<file path="src/hdl/bitmap_page_allocator_top_defines.svh">
// Assertion helpers used by the top-level RTL.
`ifndef BITMAP_PAGE_ALLOCATOR_TOP_DEFINES_SVH
`define BITMAP_PAGE_ALLOCATOR_TOP_DEFINES_SVH

// Same-cycle implication, checked out of reset.
`define BPA_ASSERT_NOW(label, ante, cons, msg) \
    label: assert property (@(posedge i_clk) disable iff (!i_rst_n) (ante) |-> (cons)) \
        else $error(msg);

// Next-cycle implication, checked out of reset.
`define BPA_ASSERT_NEXT(label, ante, cons, msg) \
    label: assert property (@(posedge i_clk) disable iff (!i_rst_n) (ante) |=> (cons)) \
        else $error(msg);

`endif

</file>
<file path="src/hdl/bpa_pkg.sv">
`timescale 1ns / 1ps

package bpa_pkg;

    localparam int NUM_WORDS  = 1024;
    localparam int WORD_BITS  = 64;
    localparam int PAGE_BYTES = 4096;

    localparam int ADDR_W     = $clog2(NUM_WORDS);
    localparam int BIT_W      = $clog2(WORD_BITS);
    localparam int CNT_W      = $clog2(NUM_WORDS + 1);
    localparam int PIDX_W     = ADDR_W + BIT_W;
    localparam int PAGE_SHIFT = $clog2(PAGE_BYTES);

    localparam int REQ_W      = 2;
    localparam int PAGE_W     = 16;
    localparam int ADDR_OUT_W = 28;
    localparam int SCAN_W     = 11;

    localparam logic [SCAN_W-1:0] SCAN_RESET = SCAN_W'(1024);
    localparam longint TOTAL_PAGES = longint'(NUM_WORDS) * longint'(WORD_BITS);

    localparam logic [REQ_W-1:0] REQ_FREE  = REQ_W'(0);
    localparam logic [REQ_W-1:0] REQ_LOCK  = REQ_W'(1);
    localparam logic [REQ_W-1:0] REQ_ALLOC = REQ_W'(2);

    typedef logic [1:0] t_res_sel;
    localparam t_res_sel RES_FAIL  = 2'd0;
    localparam t_res_sel RES_DONE  = 2'd1;
    localparam t_res_sel RES_GRANT = 2'd2;

    typedef struct packed {
        logic     cnt_clr;
        logic     clear_wr;
        logic     cap_req;
        logic     rmw_rd;
        logic     rmw_wr;
        logic     scan_rd;
        logic     grant_wr;
        logic     load_out;
        t_res_sel res_sel;
    } t_bpa_cmd;

    typedef struct packed {
        logic             clear_last;
        logic             page_ok;
        logic             lim_zero;
        logic             rd_vld;
        logic             rd_full;
        logic             rd_last;
        logic [REQ_W-1:0] req_type;
    } t_bpa_stat;

endpackage

</file>
<file path="src/hdl/bpa_ctrl.sv">
`timescale 1ns / 1ps

module bpa_ctrl (
    input  logic                i_clk,
    input  logic                i_rst_n,
    input  logic                i_in_valid,
    output logic                o_in_ready,
    output logic                o_out_valid,
    input  logic                i_out_ready,
    output bpa_pkg::t_bpa_cmd   o_cmd,
    input  bpa_pkg::t_bpa_stat  i_stat
);

    localparam logic [2:0] S_CLEAR    = 3'd0;
    localparam logic [2:0] S_IDLE     = 3'd1;
    localparam logic [2:0] S_DISPATCH = 3'd2;
    localparam logic [2:0] S_RMW_WR   = 3'd3;
    localparam logic [2:0] S_SCAN     = 3'd4;
    localparam logic [2:0] S_GRANT    = 3'd5;
    localparam logic [2:0] S_RESP     = 3'd6;

    logic [2:0]        r_state, n_state;
    bpa_pkg::t_res_sel r_res, n_res;
    logic              r_out_valid, n_out_valid;
    logic              accept;

    assign o_in_ready  = (r_state == S_IDLE);
    assign o_out_valid = r_out_valid;
    assign accept      = i_in_valid && o_in_ready;

    always_comb begin
        n_state     = r_state;
        n_res       = r_res;
        n_out_valid = r_out_valid && !i_out_ready;
        o_cmd       = '0;
        o_cmd.res_sel = r_res;
        case (r_state)
            S_CLEAR: begin
                o_cmd.clear_wr = 1'b1;
                if (i_stat.clear_last) begin
                    n_state = S_IDLE;
                end
            end
            S_IDLE: begin
                if (accept) begin
                    o_cmd.cap_req = 1'b1;
                    o_cmd.cnt_clr = 1'b1;
                    n_state       = S_DISPATCH;
                end
            end
            S_DISPATCH: begin
                case (i_stat.req_type)
                    bpa_pkg::REQ_FREE, bpa_pkg::REQ_LOCK: begin
                        if (i_stat.page_ok) begin
                            o_cmd.rmw_rd = 1'b1;
                            n_state      = S_RMW_WR;
                        end else begin
                            n_res   = bpa_pkg::RES_FAIL;
                            n_state = S_RESP;
                        end
                    end
                    bpa_pkg::REQ_ALLOC: begin
                        if (i_stat.lim_zero) begin
                            n_res   = bpa_pkg::RES_FAIL;
                            n_state = S_RESP;
                        end else begin
                            n_state = S_SCAN;
                        end
                    end
                    default: begin
                        n_res   = bpa_pkg::RES_FAIL;
                        n_state = S_RESP;
                    end
                endcase
            end
            S_RMW_WR: begin
                o_cmd.rmw_wr = 1'b1;
                n_res        = bpa_pkg::RES_DONE;
                n_state      = S_RESP;
            end
            S_SCAN: begin
                o_cmd.scan_rd = 1'b1;
                if (i_stat.rd_vld && !i_stat.rd_full) begin
                    n_state = S_GRANT;
                end else if (i_stat.rd_vld && i_stat.rd_last) begin
                    n_res   = bpa_pkg::RES_FAIL;
                    n_state = S_RESP;
                end
            end
            S_GRANT: begin
                o_cmd.grant_wr = 1'b1;
                n_res          = bpa_pkg::RES_GRANT;
                n_state        = S_RESP;
            end
            S_RESP: begin
                if (!r_out_valid || i_out_ready) begin
                    o_cmd.load_out = 1'b1;
                    n_out_valid    = 1'b1;
                    n_state        = S_IDLE;
                end
            end
            default: begin
                n_state = S_IDLE;
            end
        endcase
    end

    always_ff @(posedge i_clk) begin
        if (!i_rst_n) begin
            r_state     <= S_CLEAR;
            r_res       <= bpa_pkg::RES_FAIL;
            r_out_valid <= 1'b0;
        end else begin
            r_state     <= n_state;
            r_res       <= n_res;
            r_out_valid <= n_out_valid;
        end
    end

endmodule

</file>
<file path="config.mk">
export PLATFORM = sky130hd
export DESIGN_NAME = bpa_ctrl
export DESIGN_NICKNAME = d
export VERILOG_FILES = /design/src/hdl/bitmap_page_allocator_top_defines.svh /design/src/hdl/bpa_pkg.sv /design/src/hdl/bpa_ctrl.sv
export SDC_FILE = /design/constraint.sdc
export NUM_CORES = 1
export LEC_CHECK = 0
export ABC_AREA = 0
export BUFFER_PORTS_ARGS = -buffer_cell sky130_fd_sc_hd__buf_2
export CAP_MARGIN = 15
export CORE_AREA = 2 2 39 41
export CTS_CLUSTER_SIZE = 30
export DETAILED_ROUTE_END_ITERATION = 8
export DIE_AREA = 0 0 41 43
export GPL_TIMING_DRIVEN = 1
export PLACE_DENSITY = 0.69
export SYNTH_ARGS = -nofsm -noshare
export SYNTH_HDL_FRONTEND = slang
export SYNTH_SLANG_ARGS = --single-unit
</file>
<file path="constraint.sdc">
create_clock -name i_clk -period 2.32 [get_ports i_clk]
set_input_delay 0.696 -clock i_clk [delete_from_list [all_inputs] [get_ports i_clk]]
set_output_delay 0.696 -clock i_clk [all_outputs]
set_load 0.1 [all_outputs]
</file>
==> impl_metrics.prom, run 1 <==
# TYPE chip_impl_metric gauge
chip_impl_info{name="outcome",value="completed"} 1
chip_impl_metric{name="dr_total_vias",unit=""} 496
chip_impl_info{name="yosys.area.top_type",value="dfxtp_1"} 1
chip_impl_info{name="synth_top_family_by_area",value="simple AND/OR/NAND/NOR gates"} 1
chip_impl_metric{name="met2_usage",unit="%"} 24.1
chip_impl_metric{name="synth_compound_gate_area_share",unit="%"} 30.3
chip_impl_metric{name="final_hold_viol_count",unit=""} 0
chip_impl_metric{name="slew_violations",unit=""} 0
chip_impl_metric{name="cp_num_buf_inv",unit=""} 2
chip_impl_metric{name="fp.coreArea",unit="um^2"} 1380
chip_impl_metric{name="worstMarginPinSlew",unit="ns"} 0.549
chip_impl_metric{name="initial_cell_density_of_the_core",unit="%"} 32.2
chip_impl_metric{name="top_level_ports",unit=""} 24
chip_impl_info{name="ctsRootBufferMaster",value="clkbuf_4"} 1
chip_impl_metric{name="global_route.usage.met1",unit="%"} 23.5
chip_impl_metric{name="cell_area_after_synthesis",unit="um^2"} 445
chip_impl_metric{name="insertedDiodeCount",unit=""} 0
chip_impl_metric{name="timing.setup.tns",unit="ns"} 0
chip_impl_info{name="worstSetupPathType",value="flop to output pin"} 1
chip_impl_metric{name="fillers",unit=""} 121
chip_impl_metric{name="detail_route.wl_per_cell",unit="um"} 12.6
chip_impl_metric{name="global_route_wire_length_before_repair",unit="mm"} 2.02
chip_impl_metric{name="port-buffer-count",unit=""} 23
chip_impl_metric{name="period_needed",unit="ns"} 2.21
chip_impl_info{name="path_cells",value="buf_4, nor4_4, buf_12"} 1
chip_impl_metric{name="storage_cell_area",unit="um^2"} 123
chip_impl_metric{name="clock.fmax",unit="MHz"} 452
chip_impl_metric{name="max_slew_margin",unit="%"} 63.0
chip_impl_metric{name="peakVddDrop",unit="mV"} 0.618
chip_impl_metric{name="rows",unit=""} 14
chip_impl_metric{name="required_arrival_time_at_the_worst_endpoint",unit="ns"} 1.62
chip_impl_info{name="cts_tree",value="built"} 1
chip_impl_metric{name="rd_place_congestion",unit=""} 0.738
chip_impl_info{name="worst_setup_path_start_kind",value="flop"} 1
chip_impl_metric{name="synth_mux_area_share",unit="%"} 2.25
chip_impl_metric{name="worst-path-max-fanout",unit=""} 10
chip_impl_info{name="busiest_layer",value="met2"} 1
chip_impl_metric{name="critPathArrivalTime",unit="ns"} 1.51
chip_impl_metric{name="drt_drc_violations_left",unit=""} 0
chip_impl_metric{name="floorplan.die_area",unit="um^2"} 1760
chip_impl_metric{name="grt_max_degree",unit=""} 14
chip_impl_metric{name="yosys.area_share.adder",unit="%"} 0
chip_impl_metric{name="hold-worst-slack",unit="ns"} 0.501
chip_impl_metric{name="drv_cap",unit=""} 0
chip_impl_metric{name="post-dp-hpwl",unit="um"} 905
chip_impl_metric{name="multiInputGateArea",unit="um^2"} 335
chip_impl_metric{name="wirelength",unit="mm"} 1.18
chip_impl_metric{name="final-setup-viol-count",unit=""} 0
chip_impl_metric{name="clkTransAtPathRegs",unit="ns"} 0.05
chip_impl_metric{name="synth_xor_area_share",unit="%"} 0
chip_impl_metric{name="drt_pre_antenna_iters",unit=""} 4
chip_impl_metric{name="overflow",unit=""} 0
chip_impl_metric{name="clock_tree.htree_level_count",unit=""} 1
chip_impl_info{name="commonest_non_fill_non_tap_cells_in_the_layout",value="buf_2, buf_12, nand2b_1, dfxtp_1"} 1
chip_impl_metric{name="slowest_delay",unit="ns"} 0.42
chip_impl_metric{name="overall_power_of_the_completed_layout",unit="mW"} 0.760
chip_impl_metric{name="seq_area_frac_synth",unit="%"} 27.0
chip_impl_metric{name="leakagePower",unit="nW"} 0.298
chip_impl_metric{name="die_extent_in_y",unit="um"} 43
chip_impl_metric{name="vias_per_cell",unit=""} 5.28
chip_impl_metric{name="synth_simple_gate_area_share",unit="%"} 30.6
chip_impl_metric{name="finalNetCount",unit=""} 92
chip_impl_metric{name="synth_cells",unit=""} 55
chip_impl_metric{name="ys_ff_latch",unit=""} 6
chip_impl_metric{name="place_area",unit="um^2"} 751
chip_impl_info{name="layout_commonest_cell",value="buf_2"} 1
chip_impl_metric{name="layout_worst_path_cycle_share",unit="%"} 95.3
chip_impl_info{name="area_contributors_post_synth",value="dfxtp_1, nand2b_1, buf_4, nor2_1, nor2b_1"} 1
chip_impl_metric{name="antenna_found_initial",unit=""} 0
chip_impl_info{name="crit_path_top_delay_cell",value="dfxtp_1"} 1
chip_impl_metric{name="cts.sinks",unit=""} 6
chip_impl_metric{name="avgSynthCellArea",unit="um^2"} 8.10
chip_impl_info{name="worst_setup_path_end_kind",value="output pin"} 1
chip_impl_metric{name="cts.path.max_buffers",unit=""} 2
chip_impl_metric{name="power_per_cell_area",unit="nW/um^2"} 982
chip_impl_metric{name="yosys_warnings",unit=""} 0
chip_impl_metric{name="synth_nets",unit=""} 67
chip_impl_metric{name="worst_clock_skew",unit="ns"} 0.00365
chip_impl_info{name="min-delay-path-class",value="flop to flop"} 1
chip_impl_metric{name="grt_util_met3",unit="%"} 1.57
chip_impl_metric{name="finish.instance_area",unit="um^2"} 774
chip_impl_metric{name="cts_buffers",unit=""} 3
chip_impl_info{name="rsz0062_at_grt",value="no"} 1
chip_impl_metric{name="number_of_global_route_vias_before_repair",unit=""} 471
chip_impl_metric{name="drt-initial-drc-count",unit=""} 9
chip_impl_metric{name="area_growth",unit="%"} 73.9
chip_impl_metric{name="insertion_delay",unit="ns"} 0.25
chip_impl_info{name="cp_top_family",value="buffers and inverters"} 1
chip_impl_metric{name="final_antenna_net_count",unit=""} 0
chip_impl_metric{name="synth_top_cell_area_share",unit="%"} 27.0
chip_impl_metric{name="die_width",unit="um"} 41
chip_impl_metric{name="final_core_util",unit="%"} 56.0
chip_impl_metric{name="ratio_of_cells_with_drive_above_1_in_the_final_layout",unit="%"} 53.8
chip_impl_metric{name="synth_cell_type_count",unit=""} 28
chip_impl_metric{name="globalRouteTotalUtil",unit="%"} 16.5
## cell type report
type                       count  area share (%)
sequential                     6            15.8
tap                           16            2.58
clock buffer                   3            2.91
timing repair buffer          25            32.3
inverter                       3            3.07
multi-input combinational     41            43.3
## per-stage QoR
| stage | setup slack [ns] | std cells |
|---|---|---|
| 2_1_floorplan | -0.512 | 55 |
| 3_3_place_gp | 0.128 | 91 |
| 3_5_place_dp | 0.122 | 91 |
| 4_1_cts | 0.104 | 94 |
| 5_1_grt | 0.0456 | 94 |
| 6_report | 0.110 | 94 |
## repair_timing
action | 4_1_cts | 5_1_grt
hold buffers | 0 | 0
endpoints found under the hold margin | 0 | 0
setup buffers | 0 | 0
gates resized for setup | 1 | 0
setup endpoints to repair | 1 | 0
## cell families after synthesis
group | Yosys count
AO/OA/AOI/OAI | 18
buffers and inverters | 8
flip-flops | 6
multiplexers | 1
AND/OR/NAND/NOR | 22
## metal layers
layer | share of wire, % | up-vias | wire [um]
met5 | 0 | - | 0
met4 | 1.8 | 0 | 21
met3 | 6.8 | 2 | 80
met2 | 48 | 18 | 570
met1 | 43 | 225 | 508
li1 | - | 251 | -
## worst reg2reg max path, stage by stage, from the launching register on
cell and delay, ns:
dfxtp_1 0.56, buf_4 0.23, nor2b_1 0.17, a31oi_2 0.07, o22a_1 0.24, a211oi_1 0.16
## worst paths after layout
path	start	endpoint	slack [ns]	cells past startpoint
setup / recovery	r_state[2]$_SDFFE_PN0P_	o_cmd[9]	0.11	3
hold / removal	r_res[1]$_SDFFE_PN0P_	r_res[1]$_SDFFE_PN0P_	0.50	1
hold reg to reg	r_res[1]$_SDFFE_PN0P_	r_res[1]$_SDFFE_PN0P_	0.50	1
setup reg to reg	r_state[2]$_SDFFE_PN0P_	r_state[1]$_SDFFE_PN0P_	0.81	5
## state kept, by name (all words and copies together), names as in the netlist
signal,cells
o_out_valid,1
r_res,2
r_state,3
## cell usage after synthesis
library cell and instances:
nor3_1 3, buf_2 2, nor4_1 1, o211ai_1 2, nand2_1 2, o21ai_0 3
a211oi_1 1, nor4b_2 1, o41ai_1 1, or3b_4 1, o21a_1 2, inv_1 2
o22a_1 1, o21ai_1 1, nor2b_1 3, a31oi_2 1, buf_4 3, a21oi_1 1
nor3b_1 1, a311oi_1 2, a22o_1 2, nor2_1 5, mux2i_1 1, nor2_4 1
inv_2 1, nand2b_1 4, dfxtp_1 6, a21boi_0 1
## power by group
| group | switching, mW | total, mW | internal [mW] |
|---|---|---|---|
| clock | 0.0432 | 0.102 | 0.0589 |
| combinational | 0.346 | 0.503 | 0.157 |
| sequential | 0.0356 | 0.155 | 0.120 |
No activity file was read; power rests on OpenSTA's default activity.
==> run 2: changes to the inputs <==
--- a/config.mk
+++ b/config.mk
@@ -14,6 +14,7 @@
 export DIE_AREA = 0 0 41 43
 export GPL_TIMING_DRIVEN = 1
 export PLACE_DENSITY = 0.69
+export RECOVER_POWER = 50
 export SYNTH_ARGS = -nofsm -noshare
 export SYNTH_HDL_FRONTEND = slang
 export SYNTH_SLANG_ARGS = --single-unit
==> impl_metrics.prom, run 2 (same netlist as run 1, synthesis figures left out) <==
# TYPE chip_impl_metric gauge
chip_impl_metric{name="hold-worst-slack",unit="ns"} 0.506
chip_impl_metric{name="slew_violations",unit=""} 0
chip_impl_metric{name="cts.path.max_buffers",unit=""} 2
chip_impl_metric{name="drv_cap",unit=""} 0
chip_impl_metric{name="post-dp-hpwl",unit="um"} 905
chip_impl_metric{name="top_level_ports",unit=""} 24
chip_impl_metric{name="drt-initial-drc-count",unit=""} 9
chip_impl_metric{name="cts_setup_buffers",unit=""} 0
chip_impl_metric{name="period_needed",unit="ns"} 2.21
chip_impl_metric{name="largest_register_ff_count",unit=""} 3
chip_impl_metric{name="port-buffer-count",unit=""} 23
chip_impl_metric{name="critPathArrivalTime",unit="ns"} 1.52
chip_impl_metric{name="place_area",unit="um^2"} 751
chip_impl_metric{name="power_frac_seq",unit="%"} 20.4
chip_impl_metric{name="rd_place_congestion",unit=""} 0.738
chip_impl_metric{name="clkTransAtPathRegs",unit="ns"} 0.05
chip_impl_metric{name="vias_per_cell",unit=""} 5.29
chip_impl_metric{name="die_width",unit="um"} 41
chip_impl_metric{name="final-setup-viol-count",unit=""} 0
chip_impl_info{name="largest-register",value="r_state"} 1
chip_impl_metric{name="switching_share",unit="%"} 55.9
chip_impl_metric{name="leakagePower",unit="nW"} 0.296
chip_impl_metric{name="finalNonFillerCells",unit=""} 94
chip_impl_metric{name="dr_total_vias",unit=""} 497
chip_impl_metric{name="slowest_delay",unit="ns"} 0.42
chip_impl_info{name="worst_setup_path_end_kind",value="output pin"} 1
chip_impl_metric{name="final_hold_viol_count",unit=""} 0
chip_impl_metric{name="final_core_util",unit="%"} 56.0
chip_impl_info{name="rsz0062_at_grt",value="no"} 1
chip_impl_info{name="outcome",value="completed"} 1
chip_impl_metric{name="cts.sinks",unit=""} 6
chip_impl_metric{name="ratio_of_cells_with_drive_above_1_in_the_final_layout",unit="%"} 53.8
chip_impl_metric{name="insertion_delay",unit="ns"} 0.25
chip_impl_metric{name="wirelength",unit="mm"} 1.18
chip_impl_metric{name="clock_tree.htree_level_count",unit=""} 1
chip_impl_metric{name="overflow",unit=""} 0
chip_impl_metric{name="drt_drc_violations_left",unit=""} 0
chip_impl_metric{name="worstMarginPinSlew",unit="ns"} 0.549
chip_impl_metric{name="peakVddDrop",unit="mV"} 0.617
chip_impl_info{name="cts_tree",value="built"} 1
chip_impl_info{name="worstSetupPathType",value="flop to output pin"} 1
chip_impl_metric{name="power_per_cell_area",unit="nW/um^2"} 982
chip_impl_metric{name="global_route_wire_length_before_repair",unit="mm"} 2.02
chip_impl_metric{name="drt_pre_antenna_iters",unit=""} 4
chip_impl_metric{name="overall_power_of_the_completed_layout",unit="mW"} 0.760
chip_impl_metric{name="final_antenna_net_count",unit=""} 0
chip_impl_metric{name="timing.setup.tns",unit="ns"} 0
chip_impl_metric{name="die_extent_in_y",unit="um"} 43
chip_impl_metric{name="max_slew_margin",unit="%"} 63.0
chip_impl_info{name="crit_path_top_delay_cell",value="dfxtp_1"} 1
chip_impl_metric{name="clock.fmax",unit="MHz"} 452
chip_impl_metric{name="power.share.clock",unit="%"} 13.4
chip_impl_metric{name="fp.coreArea",unit="um^2"} 1380
chip_impl_metric{name="cts_buffers",unit=""} 3
chip_impl_metric{name="worst_slack",unit="ns"} 0.109
chip_impl_metric{name="power_frac_comb",unit="%"} 66.1
chip_impl_info{name="worst_setup_path_start_kind",value="flop"} 1
chip_impl_metric{name="globalRouteTotalUtil",unit="%"} 16.5
chip_impl_info{name="ctsRootBufferMaster",value="clkbuf_4"} 1
chip_impl_metric{name="worst-path-max-fanout",unit=""} 10
chip_impl_metric{name="detail_route.wl_per_cell",unit="um"} 12.6
chip_impl_metric{name="rows",unit=""} 14
chip_impl_info{name="layout_commonest_cell",value="buf_2"} 1
chip_impl_metric{name="initial_cell_density_of_the_core",unit="%"} 32.2
chip_impl_metric{name="total_switching_power",unit="mW"} 0.425
chip_impl_info{name="path_cells",value="buf_4, nor4_4, buf_12"} 1
chip_impl_metric{name="area_growth",unit="%"} 73.9
chip_impl_metric{name="finalNetCount",unit=""} 92
chip_impl_metric{name="required_arrival_time_at_the_worst_endpoint",unit="ns"} 1.62
chip_impl_metric{name="grt_max_degree",unit=""} 14
chip_impl_metric{name="worst_clock_skew",unit="ns"} 0.00378
chip_impl_metric{name="floorplan.die_area",unit="um^2"} 1760
chip_impl_metric{name="placedCellCount",unit=""} 91
chip_impl_metric{name="place_worst_setup_slack",unit="ns"} 0.122
chip_impl_metric{name="finish.instance_area",unit="um^2"} 774
chip_impl_metric{name="layout_worst_path_cycle_share",unit="%"} 95.3
chip_impl_info{name="commonest_non_fill_non_tap_cells_in_the_layout",value="buf_2, buf_12, nand2b_1, dfxtp_1"} 1
chip_impl_metric{name="insertedDiodeCount",unit=""} 0
chip_impl_metric{name="number_of_global_route_vias_before_repair",unit=""} 471
chip_impl_info{name="min-delay-path-class",value="flop to flop"} 1
chip_impl_metric{name="antenna_found_initial",unit=""} 0
chip_impl_metric{name="p_int",unit="mW"} 0.335
==> run 2: metal layers <==
layer | vias up | wire length (um) | global-route usage (%) | part of all wire (%)
met5 | - | 0 | 0 | 0
met2 | 18 | 572 | 24.1 | 48
met1 | 226 | 507 | 23.5 | 43
met3 | 2 | 79 | 1.57 | 6.7
li1 | 251 | - | - | -
met4 | 0 | 21 | 8.00 | 1.8
==> run 2: power groups by stage <==
stage	Sequential (mW)	Clock, mW	Combinational (mW)
after global routing	0.160	0.105	0.526
after CTS	0.156	0.102	0.505
after floorplan	0.152	0	0.379
final	0.155	0.102	0.503
after global placement	0.155	0	0.499
after detailed placement	0.156	0	0.503
==> run 2: timing repair <==
item	in CTS	in global routing
hold buffers	0	0
resized for setup	1	0
endpoints found under the setup margin	1	0
==> run 2: worst paths after layout <==
path	startpoint	to	slack, ns	cells past startpoint
max	r_state[2]$_SDFFE_PN0P_	o_cmd[9]	0.11	3
min	r_res[1]$_SDFFE_PN0P_	r_res[1]$_SDFFE_PN0P_	0.51	1
max reg2reg	r_state[2]$_SDFFE_PN0P_	r_state[1]$_SDFFE_PN0P_	0.81	5
min reg2reg	r_res[1]$_SDFFE_PN0P_	r_res[1]$_SDFFE_PN0P_	0.51	1
==> run 2: worst max-delay path: cells and delay by family, from the launching register on <==
family	cells	cell delay, ns
AND/OR/NAND/NOR	1	0.39
flip-flops	1	0.42
buffers and inverters	2	0.45
==> run 2: final cells by class <==
| type | count | area, um^2 |
|---|---|---|
| Clock buffer | 3 | 22.5 |
| Multi-Input combinational cell | 41 | 335 |
| Sequential cell | 6 | 123 |
| Inverter | 3 | 23.8 |
| Fill cell | 121 | 609 |
| Timing Repair Buffer | 25 | 250 |
| Tap cell | 16 | 20.0 |
==> run 3: changes to the inputs <==
--- a/config.mk
+++ b/config.mk
@@ -8,13 +8,16 @@
 export ABC_AREA = 0
 export BUFFER_PORTS_ARGS = -buffer_cell sky130_fd_sc_hd__buf_2
 export CAP_MARGIN = 15
-export CORE_AREA = 2 2 39 41
+export CELL_PAD_IN_SITES_DETAIL_PLACEMENT = 1
+export CELL_PAD_IN_SITES_GLOBAL_PLACEMENT = 2
+export CORE_MARGIN = 2
+export CORE_UTILIZATION = 23
 export CTS_CLUSTER_SIZE = 30
 export DETAILED_ROUTE_END_ITERATION = 8
-export DIE_AREA = 0 0 41 43
 export GPL_TIMING_DRIVEN = 1
-export PLACE_DENSITY = 0.69
+export PLACE_DENSITY = 0.84
 export RECOVER_POWER = 50
+export SLEW_MARGIN = 40
 export SYNTH_ARGS = -nofsm -noshare
 export SYNTH_HDL_FRONTEND = slang
 export SYNTH_SLANG_ARGS = --single-unit
==> impl_metrics.prom, run 3 (same netlist as run 1, synthesis figures left out) <==
# TYPE chip_impl_metric gauge
chip_impl_info{name="rr_startpoint",value="r_state[2]$_SDFFE_PN0P_"} 1
chip_impl_metric{name="power_per_cell_area",unit="nW/um^2"} 983
chip_impl_info{name="worst_r2r_endpoint",value="r_state[1]$_SDFFE_PN0P_"} 1
chip_impl_metric{name="fillers",unit=""} 212
chip_impl_metric{name="insertion_delay",unit="ns"} 0.25
chip_impl_metric{name="rr_worst_depth",unit=""} 5
chip_impl_metric{name="ratio_of_cells_with_drive_above_1_in_the_final_layout",unit="%"} 52.5
chip_impl_metric{name="leakagePower",unit="nW"} 0.303
chip_impl_info{name="path_cells",value="buf_4, nor4_4, buf_12"} 1
chip_impl_metric{name="rd_place_congestion",unit=""} 0.737
chip_impl_metric{name="storage_cell_area",unit="um^2"} 123
chip_impl_metric{name="worstMarginPinSlew",unit="ns"} 0.588
chip_impl_metric{name="largest_register_ff_count",unit=""} 3
chip_impl_info{name="ctsRootBufferMaster",value="clkbuf_4"} 1
chip_impl_metric{name="grt_max_degree",unit=""} 12
chip_impl_metric{name="p_int",unit="mW"} 0.345
chip_impl_metric{name="final-setup-viol-count",unit=""} 0
chip_impl_metric{name="number_of_buffers_added_to_fix_hold_violations_after_cts",unit=""} 0
chip_impl_metric{name="port-buffer-count",unit=""} 23
chip_impl_metric{name="worst_clock_skew",unit="ns"} 0.00349
chip_impl_metric{name="worst-path-max-fanout",unit=""} 10
chip_impl_info{name="worstSetupPathType",value="flop to output pin"} 1
chip_impl_metric{name="cts.path.max_buffers",unit=""} 2
chip_impl_metric{name="period_needed",unit="ns"} 2.24
chip_impl_metric{name="rows",unit=""} 15
chip_impl_metric{name="layout_worst_path_cycle_share",unit="%"} 96.5
chip_impl_metric{name="drv_cap",unit=""} 0
chip_impl_metric{name="vias_per_cell",unit=""} 4.91
chip_impl_metric{name="post-dp-hpwl",unit="mm"} 1.17
chip_impl_metric{name="critPathArrivalTime",unit="ns"} 1.54
chip_impl_metric{name="power.share.clock",unit="%"} 13.4
chip_impl_metric{name="drt-initial-drc-count",unit=""} 4
chip_impl_metric{name="antenna_found_initial",unit=""} 0
chip_impl_metric{name="timing.setup.tns",unit="ns"} 0
chip_impl_info{name="worst_setup_path_start_kind",value="flop"} 1
chip_impl_metric{name="detailed_routing_wirelength_on_met1",unit="um"} 633
chip_impl_info{name="commonest_non_fill_non_tap_cells_in_the_layout",value="buf_2, buf_12, nand2b_1, buf_4, dfxtp_1"} 1
chip_impl_metric{name="die_width",unit="um"} 48.0
chip_impl_info{name="worst_setup_path_end_kind",value="output pin"} 1
chip_impl_metric{name="dr_total_vias",unit=""} 516
chip_impl_metric{name="slew_violations",unit=""} 0
chip_impl_metric{name="drt_drc_violations_left",unit=""} 0
chip_impl_metric{name="reg2reg_setup_slack",unit="ns"} 0.81
chip_impl_metric{name="route.met3.wl",unit="um"} 99
chip_impl_metric{name="initial_cell_density_of_the_core",unit="%"} 25.0
chip_impl_info{name="largest-register",value="r_state"} 1
chip_impl_metric{name="number_of_global_route_vias_before_repair",unit=""} 493
chip_impl_metric{name="die_extent_in_y",unit="um"} 48.0
chip_impl_metric{name="clkTransAtPathRegs",unit="ns"} 0.05
chip_impl_metric{name="switching_share",unit="%"} 55.8
chip_impl_info{name="maxUsedRoutingLayer",value="met4"} 1
chip_impl_metric{name="detail_route.wl_per_cell",unit="um"} 14.1
chip_impl_info{name="min-delay-path-class",value="flop to flop"} 1
chip_impl_metric{name="multiInputGateArea",unit="um^2"} 329
chip_impl_metric{name="max_slew_margin",unit="%"} 60.3
chip_impl_info{name="rsz0062_at_grt",value="no"} 1
chip_impl_info{name="cts_tree",value="built"} 1
chip_impl_metric{name="cp_num_buf_inv",unit=""} 2
chip_impl_info{name="outcome",value="completed"} 1
chip_impl_metric{name="overall_power_of_the_completed_layout",unit="mW"} 0.779
chip_impl_metric{name="peakVddDrop",unit="mV"} 0.480
chip_impl_metric{name="required_arrival_time_at_the_worst_endpoint",unit="ns"} 1.62
chip_impl_info{name="crit_path_top_delay_cell",value="dfxtp_1"} 1
chip_impl_metric{name="cts_setup_buffers",unit=""} 0
chip_impl_metric{name="cts_buffers",unit=""} 3
chip_impl_metric{name="finalNetCount",unit=""} 94
chip_impl_metric{name="drt_pre_antenna_iters",unit=""} 4
chip_impl_metric{name="clock_tree.htree_level_count",unit=""} 1
chip_impl_info{name="min_to",value="r_res[1]$_SDFFE_PN0P_"} 1
chip_impl_metric{name="ctsResizeCount",unit=""} 0
chip_impl_metric{name="overflow",unit=""} 0
chip_impl_metric{name="wl_met2",unit="um"} 723
chip_impl_metric{name="slowest_delay",unit="ns"} 0.42
chip_impl_metric{name="hold_depth",unit=""} 1
chip_impl_metric{name="cts.sinks",unit=""} 6
chip_impl_metric{name="clock.fmax",unit="MHz"} 447
chip_impl_metric{name="power_frac_seq",unit="%"} 19.8
chip_impl_metric{name="final_antenna_net_count",unit=""} 0
chip_impl_info{name="cp_top_family",value="buffers and inverters"} 1
chip_impl_metric{name="global_route_wire_length_before_repair",unit="mm"} 2.35
chip_impl_metric{name="fp.coreArea",unit="um^2"} 1780
chip_impl_metric{name="floorplan.die_area",unit="um^2"} 2300
chip_impl_metric{name="wirelength",unit="mm"} 1.48
chip_impl_metric{name="insertedDiodeCount",unit=""} 0
chip_impl_metric{name="power_frac_comb",unit="%"} 66.8
chip_impl_metric{name="top_level_ports",unit=""} 24
chip_impl_info{name="layout_commonest_cell",value="buf_2"} 1
chip_impl_metric{name="final_hold_viol_count",unit=""} 0
chip_impl_metric{name="globalRouteTotalUtil",unit="%"} 15.1
chip_impl_metric{name="area_growth",unit="%"} 78.1
chip_impl_metric{name="total_switching_power",unit="mW"} 0.435
chip_impl_info{name="hold_start",value="r_res[1]$_SDFFE_PN0P_"} 1
==> run 3: area by class of cell <==
cell class	count	area share [%]
multi-input cells	41	41.5
repair buffers	27	33.3
flip-flops and latches	6	15.5
well taps	25	3.94
inverters	3	3.00
clock buffers	3	2.84
==> run 3: per-layer routing <==
metal / track usage [%] / vias up
li1: - / 252
met3: 4.53 / 4
met4: 8.11 / 0
met1: 18.0 / 241
met5: 0 / -
met2: 24.3 / 19
==> run 3: power by group through the flow <==
stage	combinational, mW	clock, mW	sequential (mW)
floorplan	0.379	0	0.152
global placement	0.518	0	0.155
detailed placement	0.524	0	0.156
CTS	0.527	0.109	0.154
global route	0.545	0.116	0.158
finish	0.520	0.105	0.154
==> run 3: through the flow <==
| step | cell area (um^2) | worst slack (ns) | instances | utilization, % | hold WS, ns |
|---|---|---|---|---|---|
| after global placement | 777 | 0.123 | 102 | 43.6 | 0.482 |
| after CTS | 800 | 0.0577 | 105 | 44.8 | 0.503 |
| after floorplan | 517 | -0.512 | 55 | - | 0.621 |
| final | 793 | 0.0807 | 105 | 44.5 | 0.502 |
| after detailed placement | 777 | 0.112 | 102 | 43.6 | 0.491 |
| after global routing | 793 | 0.0298 | 105 | 44.5 | 0.528 |
==> run 3: worst max-delay path by stage <==
stage	from	endpoint	slack [ns]	cells after the start
detailed placement	i_stat[1]	o_cmd[6]	0.11	4
floorplan	i_in_valid	o_cmd[9]	-0.51	3
global route	r_state[2]$_SDFFE_PN0P_	o_cmd[7]	0.03	3
CTS	r_state[1]$_SDFFE_PN0P_	o_cmd[8]	0.06	3
finish	r_state[2]$_SDFFE_PN0P_	o_cmd[9]	0.08	3
global placement	i_stat[1]	o_cmd[6]	0.12	4
